**config.mk**
```make
export PLATFORM = sky130hd
export DESIGN_NAME = ppad_front
export DESIGN_NICKNAME = d
export VERILOG_FILES = /design/src/design/ppad_pkg.sv /design/src/design/ppad_front.sv
export SDC_FILE = /design/constraint.sdc
export NUM_CORES = 1
export LEC_CHECK = 0
export BUFFER_PORTS_ARGS = -buffer_cell sky130_fd_sc_hd__buf_2
export CAP_MARGIN = 5
export CORE_MARGIN = 3
export CORE_UTILIZATION = 35
export CTS_CLUSTER_SIZE = 28
export DETAILED_ROUTE_END_ITERATION = 10
export GPL_TIMING_DRIVEN = 1
export SLEW_MARGIN = 20
export SYNTH_ARGS = -nofsm -noshare
export SYNTH_HDL_FRONTEND = slang
export SYNTH_SLANG_ARGS = --single-unit
```
**constraint.sdc**
```tcl
create_clock -name clk -period 7.84 [get_ports clk]
set_input_delay 1.568 -clock clk [delete_from_list [all_inputs] [get_ports clk]]
set_output_delay 1.568 -clock clk [all_outputs]
set_load 0.05 [all_outputs]
```
**src/design/ppad_pkg.sv**
```systemverilog
`default_nettype none

package ppad_pkg;

    localparam int COORD_BITS = 16;
    localparam int ANGLE_BITS = 16;
    localparam int STAGES     = 16;

    localparam int GUARD_BITS  = 16;
    localparam int TURN_BITS   = 32;
    localparam int DIFF_BITS   = COORD_BITS + 1;
    localparam int VEC_BITS    = COORD_BITS + GUARD_BITS + 3;
    localparam int LENGTH_BITS = COORD_BITS + 5;
    localparam int ROOT_BITS   = LENGTH_BITS;
    localparam int RAD_BITS    = 2 * ROOT_BITS;
    localparam int REM_BITS    = ROOT_BITS + 2;
    localparam int SQ_BITS     = 2 * COORD_BITS;

    localparam int DEPTH    = (STAGES > ROOT_BITS) ? STAGES : ROOT_BITS;
    localparam int IDX_BITS = $clog2(DEPTH);

    localparam int IN_FIELD_BITS  = 4 * COORD_BITS;
    localparam int IN_DATA_BITS   = ((IN_FIELD_BITS + 7) / 8) * 8;
    localparam int OUT_FIELD_BITS = ANGLE_BITS + LENGTH_BITS + 1;
    localparam int OUT_DATA_BITS  = ((OUT_FIELD_BITS + 7) / 8) * 8;

    localparam int ANGLE_SHIFT = TURN_BITS - ANGLE_BITS;
    localparam logic [TURN_BITS-1:0] ROUND_ADD =
        (ANGLE_SHIFT == 0) ? '0 : TURN_BITS'(64'd1 << (ANGLE_SHIFT - 1));

    localparam logic [TURN_BITS-1:0] TURN_ZERO    = 32'h0000_0000;
    localparam logic [TURN_BITS-1:0] TURN_QUARTER = 32'h4000_0000;
    localparam logic [TURN_BITS-1:0] TURN_HALF    = 32'h8000_0000;
    localparam logic [TURN_BITS-1:0] TURN_3QUART  = 32'hC000_0000;

    typedef struct packed {
        logic signed [VEC_BITS-1:0] x;
        logic signed [VEC_BITS-1:0] y;
        logic [TURN_BITS-1:0]       acc;
        logic                       exact;
        logic                       coincide;
    } cordic_t;

    typedef struct packed {
        logic [RAD_BITS-1:0]  rad;
        logic [REM_BITS-1:0]  rem;
        logic [ROOT_BITS-1:0] root;
    } sqrt_t;

    // atan(2^-k) in full turns over 2^32
    function automatic logic [TURN_BITS-1:0] ppad_arc(input logic [4:0] k);
        logic [TURN_BITS-1:0] a;
        case (k)
            5'd0:    a = 32'h20000000;
            5'd1:    a = 32'h12E4051E;
            5'd2:    a = 32'h09FB385B;
            5'd3:    a = 32'h051111D4;
            5'd4:    a = 32'h028B0D43;
            5'd5:    a = 32'h0145D7E1;
            5'd6:    a = 32'h00A2F61E;
            5'd7:    a = 32'h00517C55;
            5'd8:    a = 32'h0028BE53;
            5'd9:    a = 32'h00145F2F;
            5'd10:   a = 32'h000A2F98;
            5'd11:   a = 32'h000517CC;
            5'd12:   a = 32'h00028BE6;
            5'd13:   a = 32'h000145F3;
            5'd14:   a = 32'h0000A2FA;
            5'd15:   a = 32'h0000517D;
            5'd16:   a = 32'h000028BE;
            5'd17:   a = 32'h0000145F;
            5'd18:   a = 32'h00000A30;
            5'd19:   a = 32'h00000518;
            5'd20:   a = 32'h0000028C;
            5'd21:   a = 32'h00000146;
            5'd22:   a = 32'h000000A3;
            5'd23:   a = 32'h00000051;
            5'd24:   a = 32'h00000029;
            5'd25:   a = 32'h00000014;
            5'd26:   a = 32'h0000000A;
            5'd27:   a = 32'h00000005;
            5'd28:   a = 32'h00000003;
            5'd29:   a = 32'h00000001;
            5'd30:   a = 32'h00000001;
            default: a = 32'h00000000;
        endcase
        return a;
    endfunction

endpackage

`default_nettype wire

```
**src/design/ppad_front.sv**
```systemverilog
`default_nettype none

module ppad_front
    import ppad_pkg::*;
(
    input  wire logic                         clk,
    input  wire logic                         rst_n,
    input  wire logic                         en,
    input  wire logic                         in_valid,
    input  wire logic signed [COORD_BITS-1:0] start_x,
    input  wire logic signed [COORD_BITS-1:0] start_y,
    input  wire logic signed [COORD_BITS-1:0] end_x,
    input  wire logic signed [COORD_BITS-1:0] end_y,
    output logic                              out_valid,
    output cordic_t                           cord,
    output sqrt_t                             sq
);

    logic v1_reg, v2_reg, v3_reg;

    // stage 1: differences and magnitudes
    logic signed [DIFF_BITS-1:0] dx_next, dy_next, dx_reg, dy_reg;
    logic [COORD_BITS-1:0]       ax_next, ay_next, ax_reg, ay_reg;

    // stage 2: squares and CORDIC start vector
    logic [SQ_BITS-1:0] sqx_reg, sqy_reg;
    cordic_t            c2_next, c2_reg;

    // stage 3: radicand
    logic [RAD_BITS-1:0] rad_next, rad_reg;
    cordic_t             c3_reg;

    logic signed [VEC_BITS-1:0] xw, yw;

    always_comb
    begin
        dx_next = DIFF_BITS'(end_x) - DIFF_BITS'(start_x);
        dy_next = DIFF_BITS'(end_y) - DIFF_BITS'(start_y);
        ax_next = dx_next[DIFF_BITS-1] ? COORD_BITS'(-dx_next) : COORD_BITS'(dx_next);
        ay_next = dy_next[DIFF_BITS-1] ? COORD_BITS'(-dy_next) : COORD_BITS'(dy_next);
    end

    always_comb
    begin
        xw = VEC_BITS'(dx_reg) <<< GUARD_BITS;
        yw = VEC_BITS'(dy_reg) <<< GUARD_BITS;
        c2_next.coincide = (dx_reg == '0) && (dy_reg == '0);
        c2_next.exact    = (dx_reg == '0) || (dy_reg == '0);
        // up = -dy; left half plane is turned by a half turn first
        if (dx_reg[DIFF_BITS-1])
        begin
            c2_next.x   = -xw;
            c2_next.y   = yw;
            c2_next.acc = TURN_HALF;
        end
        else
        begin
            c2_next.x   = xw;
            c2_next.y   = -yw;
            c2_next.acc = TURN_ZERO;
        end
        if (c2_next.coincide)
            c2_next.acc = TURN_ZERO;
        else if (dy_reg == '0)
            c2_next.acc = dx_reg[DIFF_BITS-1] ? TURN_HALF : TURN_ZERO;
        else if (dx_reg == '0)
            c2_next.acc = dy_reg[DIFF_BITS-1] ? TURN_QUARTER : TURN_3QUART;
    end

    assign rad_next = RAD_BITS'(({1'b0, sqx_reg} + {1'b0, sqy_reg})) << 8;

    always_ff @(posedge clk or negedge rst_n)
    begin
        if (!rst_n)
        begin
            v1_reg <= 1'b0;
            v2_reg <= 1'b0;
            v3_reg <= 1'b0;
        end
        else if (en)
        begin
            v1_reg <= in_valid;
            v2_reg <= v1_reg;
            v3_reg <= v2_reg;
        end
    end

    always_ff @(posedge clk)
    begin
        if (en)
        begin
            dx_reg  <= dx_next;
            dy_reg  <= dy_next;
            ax_reg  <= ax_next;
            ay_reg  <= ay_next;
            sqx_reg <= ax_reg * ax_reg;
            sqy_reg <= ay_reg * ay_reg;
            c2_reg  <= c2_next;
            rad_reg <= rad_next;
            c3_reg  <= c2_reg;
        end
    end

    assign out_valid = v3_reg;
    assign cord      = c3_reg;
    assign sq.rad    = rad_reg;
    assign sq.rem    = '0;
    assign sq.root   = '0;

endmodule

`default_nettype wire

```
Word-level counts from Yosys, hierarchy flattened. Index checks and enable logic that the tools add are counted.

Register bits: 375. Input bits: 68. Output and inout bits: 191.

Add/sub/neg operators: 7. Multiply operators: 2. Multiplexer cells: 7. Reductions and logical operators: 4.

Operators with widths (number): two-way mux 32 bit (4); two-way mux 99 bit (1); negation 33 -> 35 bit (2); multiplier 16 x 16 -> 32 bit (2); logical NOT 17 bit (2); subtractor 16 x 16 -> 17 bit (2); adder 32 x 32 -> 33 bit (1); two-way mux 16 bit (2); negation 16 bit (2); logical AND 1 bit (1); logical OR 1 bit (1).

Logic depth before layout (Yosys ltp).
Depth in word-level cells: 4. Gate-level depth with buffers: 26.

Least setup slack after synthesis. OpenSTA, ideal clock, no wires.

Path type: register to register. Start: reg ay_reg[1]. End: reg sqy_reg[30] (data pin). Arrival time: 6.229 ns. Required time: 7.578 ns. Path slack: 1.349 ns. Cell stages (with the launch flop): 24. Cell sequence: edfxtp_1 clkbuf_1 clkbuf_1 and2_1 fa_1 inv_1 fa_1 fa_1 fa_1 inv_1 fa_1 inv_1 fa_1 inv_1 ha_1 a21o_1 a21o_1 a221o_1 a21oi_1 o22ai_1 a221o_1 a41oi_1 mux2i_1 nand3_1.

Word-level cells in the longest chain between the ends: 1.

Ends and longest elaborated chain: start: declaration (RTL line ppad_front.sv:23) `logic [COORD_BITS-1:0] ax_next, ay_next, ax_reg, ay_reg;`; start signal: assignment (RTL line ppad_front.sv:95) `ay_reg <= ay_next;`; multiplier 16 x 16 -> 32 bit (RTL line ppad_front.sv:97) `sqy_reg <= ay_reg * ay_reg;`; end signal: assignment (RTL line ppad_front.sv:97); end: declaration (RTL line ppad_front.sv:26) `logic [SQ_BITS-1:0] sqx_reg, sqy_reg;`.

Every way passes these cells. A chain may end at the register's enable or synchronous reset.

Final worst setup path.
Start: reg ay_reg[8]. End: reg sqy_reg[27] (data pin).

The elaborated chain is that of the path after synthesis.

==> results.md <==
* Initial antenna violation count at 1
* Crit Path Max Fanout at 16
* Area leader, netlist: edfxtp_1
* Post-route setup slack at 0.7632 ns
* Port bufs at 143
* CTS tree: built
* Residual DRC count at 0
* Critical Path Sink Type: register
* CTS sink count at 244
* H-tree Lvls at 1
* GRT Total Usage at 0.1408
* Root Buffer: clkbuf_16
* Number of synthesized register bits at 244
* First-pass GRT wire length at 92650 um
* Core area at 76330 um2
* Synth top area share at 0.2672
* Dpl ws at 0.7562 ns
* CP Data Arrival Time at 7.43 ns
* Final slew viol count at 0
* Final Cycle Share at 0.9026
* Post-route ant nets at 0
* Worst-path clk slew at 0.06 ns
* Post-Syn Area at 27090 um2
* Synth cell types at 73
* Layout overhead on the synthesized area at 9.372%
* Share of flip-flops with an asynchronous set or reset at 0.01230
* Clk Latency, worst-skew pair at 0.61 ns
* Slew margin rel. at 0.3885
* Least-Margin Pin Slew at 0.9172 ns
* Wire per inst at 14.55 um
* Avg Inst Size Synth at 10.10 um2
* Post-Synthesis Cells at 2681
* Status: finished, final reports clean
* Sum Neg Setup Slack at 0 ns
* Initial DRC Count at 808
* Final worst path period need at 7.077 ns
* Post-DP HPWL at 45960 um
* Fin. Hold Viols at 0
* Die H at 284.2 um
* Largest net degree at the start of global routing at 155
* DRT Pass-1 Iters at 5
* Clk_skew at 0.05236 ns
* Kind of critical path: reg -> reg
* Nets at 3490
* Antenna diode count at 0
* Ports at 259
* Die width at 284.2 um
* Cell row count at 101
* CTS Hold Bufs at 0
* Max_cap viols at 0
* Largest cells by area after synthesis: edfxtp_1 27%, fa_1 24%, ha_1 12%, inv_1 8.4%, xnor2_1 3.7%
* Number of setup buffers added after CTS at 0
* Crit start category: register
* RSZ-0062 raised after global routing: false
* GPL Wtd Cong at 0.8516
* Area after DPL at 28610 um2
* Post-synthesis sequential area ratio at 0.2699
* Synth cell count leaders: 603 x inv_1, 329 x fa_1, 270 x ha_1, 241 x edfxtp_1, 205 x nand2_1
* Final setup violation count at 0
* Total CTS buffers at 30
* Worst EP required at 8.19 ns
* CTS max path bufs at 3
* Design Area, Final at 29630 um2
* Main synth FF type: edfxtp_1
* Filler cells at 7648
* PostCTS Resize Cnt at 0
* Share of layout cells above drive strength 1 at 0.08468
* Most frequent cell after synthesis: inv_1
* Global route overflow at 0
* Via count at 17750
* Starting Density at 0.3549
* Final wirelength at 56410 um
* Vias per cell at 4.578
* Number of synthesized flops with an enable pin at 241
* Number of global-route vias before repair at 18070
* Die Area at 80770 um2
* Largest register FFs at 42
* Hold Path Class: reg -> reg
* Yosys warnings at 0
* FMAX at 141.3 MHz
==> cell usage in the layout, fill, tap and decap left out, drive strengths merged, types with 4 or more instances in the layout <==
| cell type | count |
|---|---|
| a211o | 6 |
| a211oi | 16 |
| a21boi | 5 |
| a21o | 47 |
| a21oi | 108 |
| a31o | 4 |
| a31oi | 11 |
| a41oi | 5 |
| and2 | 84 |
| and3 | 8 |
| buf | 159 |
| bufinv | 4 |
| clkbuf | 36 |
| clkinv | 13 |
| conb | 117 |
| edfxtp | 241 |
| fa | 329 |
| ha | 270 |
| inv | 603 |
| mux2 | 8 |
| nand2 | 205 |
| nand2b | 17 |
| nand3 | 22 |
| nand4 | 6 |
| nor2 | 109 |
| nor2b | 26 |
| nor3 | 23 |
| nor4 | 5 |
| o211ai | 6 |
| o21a | 17 |
| o21ai | 53 |
| o21bai | 14 |
| o31a | 4 |
| o31ai | 14 |
| o41ai | 6 |
| or2 | 14 |
| or3 | 6 |
| or4 | 8 |
| xnor2 | 115 |
| xor2 | 62 |
==> final timing paths <==
kind | from | end | slack (ns) | depth (start not counted)
max in group asynchronous | rst_n | v2_reg | 6.94 | 1
worst min-delay path | c2_reg[102] | cord[102] | 0.42 | 0
worst max register to register | ay_reg[8] | sqy_reg[27] | 0.76 | 21
worst max-delay path | ay_reg[8] | sqy_reg[27] | 0.76 | 21
min in group asynchronous | rst_n | v1_reg | 0.79 | 1
worst min register to register | c2_reg[102] | cord[102] | 0.42 | 0
==> cell type report <==
| class | instances | area, um2 | area share |
|---|---|---|---|
| multi-input combinational | 1784 | 16890 | 0.5701 |
| sequential | 244 | 7312 | 0.2468 |
| inverter | 604 | 2267 | 0.07653 |
| tap | 1030 | 1289 | 0.04350 |
| timing repair buffer | 159 | 865.8 | 0.02923 |
| clock buffer | 36 | 773.2 | 0.02610 |
| clock inverter | 19 | 227.7 | 0.007686 |
==> worst max-delay path, stage by stage (launching register included) <==
cell and delay [ns]:
edfxtp_1 0.74, and2_1 0.26, inv_1 0.07, fa_1 0.50, inv_1 0.07, fa_1 0.51, inv_1 0.05, fa_1 0.47
inv_1 0.05, fa_1 0.51, fa_1 0.55, inv_1 0.05, fa_1 0.52, inv_1 0.04, ha_1 0.35, inv_1 0.08
o41ai_1 0.67, a21oi_1 0.25, o31ai_1 0.48, o31a_1 0.27, a41oi_1 0.16, xnor2_1 0.15
==> metrics by stage <==
stage / utilization / std cells / hold WS, ns
2_1_floorplan: - / 2797 / 0.4003
3_3_place_gp: 0.3748 / 3820 / 0.4010
3_5_place_dp: 0.3748 / 3820 / 0.4045
4_1_cts: 0.3879 / 3875 / 0.4172
5_1_grt: 0.3881 / 3876 / 0.4241
6_report: 0.3881 / 3876 / 0.4155
==> kinds of logic after synthesis <==
family,Yosys count,share of synthesized area
AO/OA/AOI/OAI,336,0.08139
XOR/XNOR,177,0.05723
adder cells (fa/ha/maj),599,0.3679
buffers and inverters,769,0.1225
flip-flops,244,0.2699
multiplexers,10,0.004065
other,1,0.0001384
AND/OR/NAND/NOR,545,0.09682
==> routing by layer <==
layer  share of wire  vias to the layer above  global-route usage
met5               0                        -                   0
met4           0.018                        0             0.02533
met3           0.060                       70             0.02526
met2            0.46                      397              0.2302
met1            0.46                     8681              0.1976
li1                -                     8597                   -
Power is left out: the tool's default activity adds up to more than one toggle a clock period on the data nets, which glitch-free logic cannot reach.
