File: config.mk
export PLATFORM = sky130hd
export DESIGN_NAME = ppad_sqrt_cell
export DESIGN_NICKNAME = d
export VERILOG_FILES = /design/src/design/ppad_pkg.sv /design/src/design/ppad_sqrt_cell.sv
export SDC_FILE = /design/constraint.sdc
export NUM_CORES = 1
export LEC_CHECK = 0
export BUFFER_PORTS_ARGS = -buffer_cell sky130_fd_sc_hd__buf_2
export CORE_MARGIN = 3
export CORE_UTILIZATION = 47
export CTS_BUF_LIST = sky130_fd_sc_hd__clkbuf_8
export DETAILED_ROUTE_END_ITERATION = 12
export PLACE_DENSITY = 0.78
export SLEW_MARGIN = 20
export SYNTH_ARGS = -nofsm -noshare
export SYNTH_HDL_FRONTEND = slang
export SYNTH_SLANG_ARGS = --single-unit
File: constraint.sdc
create_clock -name clk -period 2.7 [get_ports clk]
set_input_delay 0.27 -clock clk [delete_from_list [all_inputs] [get_ports clk]]
set_output_delay 0.27 -clock clk [all_outputs]
set_load 0.1 [all_outputs]
File: src/design/ppad_pkg.sv
`default_nettype none

package ppad_pkg;

    localparam int COORD_BITS = 16;
    localparam int ANGLE_BITS = 16;
    localparam int STAGES     = 16;

    localparam int GUARD_BITS  = 16;
    localparam int TURN_BITS   = 32;
    localparam int DIFF_BITS   = COORD_BITS + 1;
    localparam int VEC_BITS    = COORD_BITS + GUARD_BITS + 3;
    localparam int LENGTH_BITS = COORD_BITS + 5;
    localparam int ROOT_BITS   = LENGTH_BITS;
    localparam int RAD_BITS    = 2 * ROOT_BITS;
    localparam int REM_BITS    = ROOT_BITS + 2;
    localparam int SQ_BITS     = 2 * COORD_BITS;

    localparam int DEPTH    = (STAGES > ROOT_BITS) ? STAGES : ROOT_BITS;
    localparam int IDX_BITS = $clog2(DEPTH);

    localparam int IN_FIELD_BITS  = 4 * COORD_BITS;
    localparam int IN_DATA_BITS   = ((IN_FIELD_BITS + 7) / 8) * 8;
    localparam int OUT_FIELD_BITS = ANGLE_BITS + LENGTH_BITS + 1;
    localparam int OUT_DATA_BITS  = ((OUT_FIELD_BITS + 7) / 8) * 8;

    localparam int ANGLE_SHIFT = TURN_BITS - ANGLE_BITS;
    localparam logic [TURN_BITS-1:0] ROUND_ADD =
        (ANGLE_SHIFT == 0) ? '0 : TURN_BITS'(64'd1 << (ANGLE_SHIFT - 1));

    localparam logic [TURN_BITS-1:0] TURN_ZERO    = 32'h0000_0000;
    localparam logic [TURN_BITS-1:0] TURN_QUARTER = 32'h4000_0000;
    localparam logic [TURN_BITS-1:0] TURN_HALF    = 32'h8000_0000;
    localparam logic [TURN_BITS-1:0] TURN_3QUART  = 32'hC000_0000;

    typedef struct packed {
        logic signed [VEC_BITS-1:0] x;
        logic signed [VEC_BITS-1:0] y;
        logic [TURN_BITS-1:0]       acc;
        logic                       exact;
        logic                       coincide;
    } cordic_t;

    typedef struct packed {
        logic [RAD_BITS-1:0]  rad;
        logic [REM_BITS-1:0]  rem;
        logic [ROOT_BITS-1:0] root;
    } sqrt_t;

    // atan(2^-k) in full turns over 2^32
    function automatic logic [TURN_BITS-1:0] ppad_arc(input logic [4:0] k);
        logic [TURN_BITS-1:0] a;
        case (k)
            5'd0:    a = 32'h20000000;
            5'd1:    a = 32'h12E4051E;
            5'd2:    a = 32'h09FB385B;
            5'd3:    a = 32'h051111D4;
            5'd4:    a = 32'h028B0D43;
            5'd5:    a = 32'h0145D7E1;
            5'd6:    a = 32'h00A2F61E;
            5'd7:    a = 32'h00517C55;
            5'd8:    a = 32'h0028BE53;
            5'd9:    a = 32'h00145F2F;
            5'd10:   a = 32'h000A2F98;
            5'd11:   a = 32'h000517CC;
            5'd12:   a = 32'h00028BE6;
            5'd13:   a = 32'h000145F3;
            5'd14:   a = 32'h0000A2FA;
            5'd15:   a = 32'h0000517D;
            5'd16:   a = 32'h000028BE;
            5'd17:   a = 32'h0000145F;
            5'd18:   a = 32'h00000A30;
            5'd19:   a = 32'h00000518;
            5'd20:   a = 32'h0000028C;
            5'd21:   a = 32'h00000146;
            5'd22:   a = 32'h000000A3;
            5'd23:   a = 32'h00000051;
            5'd24:   a = 32'h00000029;
            5'd25:   a = 32'h00000014;
            5'd26:   a = 32'h0000000A;
            5'd27:   a = 32'h00000005;
            5'd28:   a = 32'h00000003;
            5'd29:   a = 32'h00000001;
            5'd30:   a = 32'h00000001;
            default: a = 32'h00000000;
        endcase
        return a;
    endfunction

endpackage

`default_nettype wire

File: src/design/ppad_sqrt_cell.sv
`default_nettype none

module ppad_sqrt_cell
    import ppad_pkg::*;
(
    input  wire logic clk,
    input  wire logic en,
    input  wire logic active,
    input  wire sqrt_t din,
    output sqrt_t     dout
);

    sqrt_t dout_reg, dout_next;

    logic [REM_BITS+1:0] rem_w, trial;
    logic                take;

    // one root bit per cell: bring down two radicand bits, try root*4+1
    assign rem_w = {din.rem, din.rad[RAD_BITS-1 -: 2]};
    assign trial = (REM_BITS + 2)'({din.root, 2'b01});
    assign take  = (rem_w >= trial);

    always_comb
    begin
        dout_next = din;
        if (active)
        begin
            dout_next.rad  = din.rad << 2;
            dout_next.rem  = take ? REM_BITS'(rem_w - trial) : REM_BITS'(rem_w);
            dout_next.root = {din.root[ROOT_BITS-2:0], take};
        end
    end

    always_ff @(posedge clk)
    begin
        if (en)
            dout_reg <= dout_next;
    end

    assign dout = dout_reg;

endmodule

`default_nettype wire

# After elaboration in Yosys (flattened, before gate mapping)
# Index checks and enable logic that the tools add are counted.
# W data, S select, Z words.
dict set report totals {
  register_bits 86
  wordCells 8
  in_bits 89
  out_inout_bits 86
}
dict set report classes {
  n_lt_le_gt_ge 1
  n_addsub 1
  n_mux 2
}
# cell count
set op_table {}
lappend op_table {{$mux W86} 1}
lappend op_table {{$ge A25 B23 Y1} 1}
lappend op_table {{$mux W23} 1}
lappend op_table {{$sub A23 B23 Y23} 1}

# Longest topological paths before layout
# Gate-level depths: netlist of the first run.
dict set report logic_depth {
  ltp_word 3
  ltp_mapped 13
  depth_no_buf 10
}

# Least setup slack after synthesis of the first run
# Ideal clock, no wire load.
dict set report synth_path {
  kind {input port to flip-flop}
  start {input port din[18] (netlist bit)}
  end {register dout_reg, in the netlist dout[21], data pin}
  n_path_buf 2
  required_time_ns 2.440
  cell_stages 11
  slack_ns 0.045
  arrival_time_ns 2.395
  setup_time_ns 0.260
  path_cell_list {inv_1 > ha_1 > and3_4 > buf_6 > a31o_1 > a311oi_1 > a21oi_1 > or4_1 > buf_6 > xnor2_1 > mux2_2}
}
# element line
set synth_rtl {}
lappend synth_rtl {{start: declaration} ppad_sqrt_cell.sv:9} ;# input wire sqrt_t din,
lappend synth_rtl {{end signal: assignment} ppad_sqrt_cell.sv:37} ;# dout_reg <= dout_next;
lappend synth_rtl {{end: declaration} ppad_sqrt_cell.sv:13} ;# sqrt_t dout_reg, dout_next;

==> results of run 1 <==
## per-layer routing
layer	share of wire [%]	global-route usage [%]	vias to the layer above
met5	0	0	-
met4	2.1	7.94	0
met3	6.8	4.03	19
met2	49	38.6	170
met1	42	29.2	2029
li1	-	-	2064
## critical path: cells and delay by family
kind	cells	cell delay [ns]
simple gates	1	0.43
xor+xnor	1	0.13
compound gates	5	0.85
fa+ha+maj	1	0.37
buf+inv	3	0.34
mux	1	0.26
## layout make-up
| type | instances | area, µm² | area share, % |
|---|---|---|---|
| tap | 133 | 166 | 2.53 |
| multi-input combinational | 304 | 2170 | 33.0 |
| antenna | 1 | 2.50 | 0.0381 |
| timing repair buffer | 229 | 1310 | 20.0 |
| inverter | 28 | 105 | 1.60 |
| clock buffer | 9 | 124 | 1.88 |
| clock inverter | 6 | 111 | 1.69 |
| sequential | 86 | 2580 | 39.3 |
## kinds of logic (layout without fill, tap and decap cells)
kind of cell	count (synthesis)	in the layout	share of synthesized area (%)
compound gates	109	109	13.2
simple gates	95	95	8.58
flops	86	86	51.9
mux	57	57	12.5
buf+inv	50	272	4.55
fa+ha+maj	23	23	5.78
xor+xnor	20	20	3.52
other cells	0	1	0
## metrics by stage
step	utilization [%]	cell area (µm²)	power (mW)
2_1_floorplan	-	4970	3.08
3_5_place_dp	63.1	6330	3.51
3_3_place_gp	63.1	6330	3.49
4_1_cts	65.4	6570	4.59
5_1_grt	65.4	6570	4.74
6_report	65.4	6570	4.55
## how the worst max path moves through the flow
stage	end	from	cells past startpoint	slack, ns
after floorplan	dout[21]	din[18]	11	0.05
after global placement	dout[21]	din[18]	12	-0.15
after detailed placement	dout[21]	din[14]	12	-0.19
after CTS	dout[21]	din[14]	12	0.18
after global routing	dout[22]	din[18]	12	0.04
final	dout[21]	din[14]	12	0.15
## cell usage in the layout (no fill, tap or decap), drive strengths merged, types with 2 or more instances in the layout
cell	instances
edfxtp	86
clkbuf	9
xnor2	11
nor3	5
buf	229
bufinv	3
nor2	27
a2bb2oi	4
a31o	2
a21o	6
mux2i	17
xor2	9
nand2	42
o21bai	2
and4	3
nand4	2
o211ai	2
ha	23
nand3	7
a21oi	36
nor2b	2
nand2b	2
or4	2
mux2	40
o21ai	39
inv	30
a211oi	6
## where the power goes
part | leakage, nW | total, mW | internal [mW] | switching [mW]
Combinational | 2.05 | 1.82 | 0.428 | 1.39
Clock | 0.121 | 1.07 | 0.611 | 0.456
Sequential | 0.841 | 1.67 | 1.63 | 0.0389
Total | 3.01 | 4.55 | 2.67 | 1.88
==> impl_metrics.tcl, run 1 <==
set metrics [dict create \
    period_minus_slack_ns 2.55 \
    largest_reg_flops 86 \
    cp.required_ns 2.81 \
    setup_viol 0 \
    start_util_pct 49.5 \
    async_flop_share_pct 0 \
    synth-edff-count 86 \
    grt_pass1_vias 4076 \
    cts_setup_buffers 0 \
    syn-cell-area_mm2 0.00497 \
    hold_end "dout[2]" \
    core_mm2 0.0100 \
    dp_hpwl_um 11000 \
    tns_ns 0 \
    worst_slew_pin_slew_ns 0.511 \
    max_stage_delay_ns 0.43 \
    cts_buffers 9 \
    routabilityCongestion 0.925 \
    ctsHoldBuffers 0 \
    cap_violations 0 \
    synth.area.top_cells "edfxtp_1 (52%), mux2_2 (9.1%), ha_1 (5.8%)" \
    hold_slack_ns 0.210 \
    die_area_mm2 0.0119 \
    cp-end-kind "register" \
    nets 770 \
    grt_pass1_wl_um 20500 \
    p_leak_nw 3.01 \
    critPathArrivalTime_ns 2.65 \
    hp-start "din[1]" \
    antenna_found_initial 1 \
    synth_cell_types 47 \
    wl_per_cell_um 17.5 \
    critPathKind "input port to register" \
    fmax_ghz 0.393 \
    portBuffers 174 \
    critPathSlowestCell "or4_1" \
    maxSlewViolCount 0 \
    synth_cells 440 \
    yosysTopAreaCellShare_pct 51.9 \
    final.period_utilization_pct 94.3 \
    drive_gt1_share_pct 43.5 \
    start_kind "input port" \
    path_common_cell "a21oi_1" \
    slew_headroom_pct 65.7 \
    finalNonFillerCells 796 \
    syn2layout_area_growth_pct 32.1 \
    hold_viol 0 \
    cp_cell_sequence "buf_2 > inv_1 > ha_1 > a21oi_1 > o21ai_1 > a31o_1 > a311oi_1 > a21oi_1 > or4_1 > buf_4 > xnor2_1 > mux2_2" \
    cts_sinks 86 \
    cts_resized 0 \
    min_path_cells 3 \
    synth_common_cells "edfxtp_1 (86), nand2_1 (42), mux2_2 (40)" \
    drtAntennaViolNets 0 \
    crit_fanout 8 \
    synth.net_count 552 \
    drc_errors 0 \
    yosys.area.top_type "edfxtp_1" \
    avgSynthCellArea_um2 11.3 \
    cts_tree "yes" \
    viasPerCell 5.38 \
    num_rows 36 \
    grt_max_degree 64 \
    route.vias.total 4282 \
    drt-total-wl_um 13900 \
    cts_buffer_depth 2 \
    clk_pin_slew_worst_paths_ns 0.09 \
    ys.flop_type "edfxtp_1" \
    cts_root_buffer "clkbuf_8" \
    rsz0062_at_grt "false" \
    ys_ff_latch 86 \
    drt-pass1-iter-count 4 \
    drt_iter0_markers 241 \
    ios 175 \
    die_x_um 109 \
    die_h_um 109 \
    cts_max_level 3 \
    outcome "finished clean" \
    yosysMostFrequentCell "edfxtp_1" \
    ys_seq_area_share_pct 51.9 \
    grt_overflow 0 \
    grt_usage_pct 22.7 \
    setup_slack_ns 0.153 \
    vdd_ir_drop_max_v 0.000404 \
    num-fill-cells 783 \
    dp.cells 780 \
    dpl_worst_slack_ns -0.190 \
    ys_warn_count 0 \
    p_per_area_mw_per_mm2 693 \
    hold_path.class "input port to register" \
]
Power figures use the tool's default switching activity.
==> inputs of run 2 (changes only) <==
- CORE_UTILIZATION: 47 -> 52
- PLACE_DENSITY: 0.78 -> 0.82
- SKIP_CTS_REPAIR_TIMING: not set -> 1
- clock period: 2.7 -> 2.35 ns (I/O delays scaled with it)
==> impl_metrics.tcl, run 2 (same netlist as run 1, synthesis figures left out) <==
set metrics [dict create \
    outcome "finished clean" \
    p_sw_share_pct 44.2 \
    cp_cell_sequence "clkbuf_4 > inv_12 > ha_4 > a21oi_2 > o21ai_1 > a31o_1 > a311oi_1 > a21oi_1 > or4_4 > buf_6 > mux2i_1 > mux2_4" \
    grt_max_degree 63 \
    final_util_pct 74.6 \
    antenna_found_initial 1 \
    hold_path.class "input port to register" \
    critPathKind "input port to register" \
    hold_end "dout[85]" \
    fmax_ghz 0.428 \
    cap_violations 0 \
    critPathLaunch "din[18]" \
    grt_usage_pct 25.5 \
    cp.depth 12 \
    nets 797 \
    dpl_worst_slack_ns -0.394 \
    portBuffers 174 \
    vdd_ir_drop_max_v 0.000341 \
    wl_per_cell_um 17.4 \
    cts_buffers 9 \
    die_area_mm2 0.0108 \
    routabilityCongestion 0.984 \
    hold_viol 0 \
    setup_viol 0 \
    setup_slack_ns 0.0117 \
    viasPerCell 5.49 \
    die_h_um 104 \
    slew_headroom_pct 66.1 \
    ios 175 \
    final-seq-area_mm2 0.00258 \
    cts_sinks 86 \
    max_stage_delay_ns 0.44 \
    grt_pass1_wl_um 22000 \
    cts_buffer_depth 2 \
    drc_errors 0 \
    cts_max_level 3 \
    critPathSlowestCell "or4_4" \
    p_per_area_mw_per_mm2 732 \
    intPower_mw 2.83 \
    p_leak_nw 3.12 \
    multi_input_area_mm2 0.00236 \
    clk_pin_slew_worst_paths_ns 0.09 \
    drt-pass1-iter-count 5 \
    start_util_pct 53.6 \
    final.period_utilization_pct 99.5 \
    num_rows 35 \
    power.share.combinational_pct 43.3 \
    power_frac_clock_pct 19.1 \
    hp-start "din[83]" \
    drt_iter0_markers 252 \
    critical_path.top_delay_family "compound AO/OA/AOI/OAI gates" \
    cts_tree "yes" \
    dp_hpwl_um 11100 \
    maxSlewViolCount 0 \
    min_path_cells 3 \
    sequentialPowerShare_pct 37.6 \
    worst_slew_pin_slew_ns 0.502 \
    period_minus_slack_ns 2.34 \
    largest_reg_flops 86 \
    num-fill-cells 640 \
    p_sw_mw 2.24 \
    drtAntennaViolNets 0 \
    critPathArrivalTime_ns 2.45 \
    final_cell_mix "buf_2 (171), edfxtp_1 (86), buf_4 (80), nand2_1 (41), mux2_2 (39)" \
    die_x_um 104 \
    grt_overflow 0 \
    grt_pass1_vias 4372 \
    critPathBufInv 3 \
    crit_fanout 5 \
    syn2layout_area_growth_pct 39.3 \
    mostFrequentLayoutCell "buf_2" \
    cts_root_buffer "clkbuf_8" \
    core_mm2 0.00928 \
    start_kind "input port" \
    drt-total-wl_um 14200 \
    route.vias.total 4504 \
    cp-end-kind "register" \
    drive_gt1_share_pct 50.3 \
    cp.required_ns 2.46 \
]
[run 2: layout make-up]
cell class	count	area share [%]
multi-input cells	304	34.0
flip-flops and latches	86	37.3
well taps	129	2.33
repair buffers	256	22.0
inverters	28	1.73
clock inverters	7	0.794
clock buffers	9	1.79
diodes	1	0.0361
[run 2: metrics by stage]
stage	cell area (µm²)	instances	setup TNS [ns]	total power, mW	hold WS, ns
3_3_place_gp	6690	802	-7.66	4.07	0.533
3_5_place_dp	6690	802	-8.18	4.11	0.542
5_1_grt	6930	820	-0.331	5.26	0.176
2_1_floorplan	5160	440	-1.95	3.58	0.347
6_report	6930	820	0	5.08	0.175
4_1_cts	6870	818	0	5.08	0.164
[run 2: worst min-delay path: stages]
cell	delay, ns
buf_2	0.10
nand2_1	0.04
o21ai_0	0.05
[run 2: power groups by stage]
stage	clock [mW]	sequential, mW	combinational [mW]
after floorplan	0	3.06	0.525
after global placement	0	1.94	2.13
after detailed placement	0	1.95	2.16
after CTS	0.996	1.91	2.17
after global routing	1.05	1.92	2.29
final	0.970	1.91	2.20
[run 2: metal layers]
metal  track usage, %  vias to the layer above  routed length, µm
met1             31.0                     2122               5580
met3             6.29                       42                997
li1                 -                     2123                  -
met5                0                        -                  0
met4             9.31                        0                520
met2             44.1                      217               7140
[run 2: worst max-delay path by stage]
stage	endpoint	slack, ns
2_1_floorplan	dout[21]	-0.12
3_3_place_gp	dout[30]	-0.36
3_5_place_dp	dout[40]	-0.39
4_1_cts	dout[22]	0.01
5_1_grt	dout[28]	-0.07
6_report	dout[22]	0.01
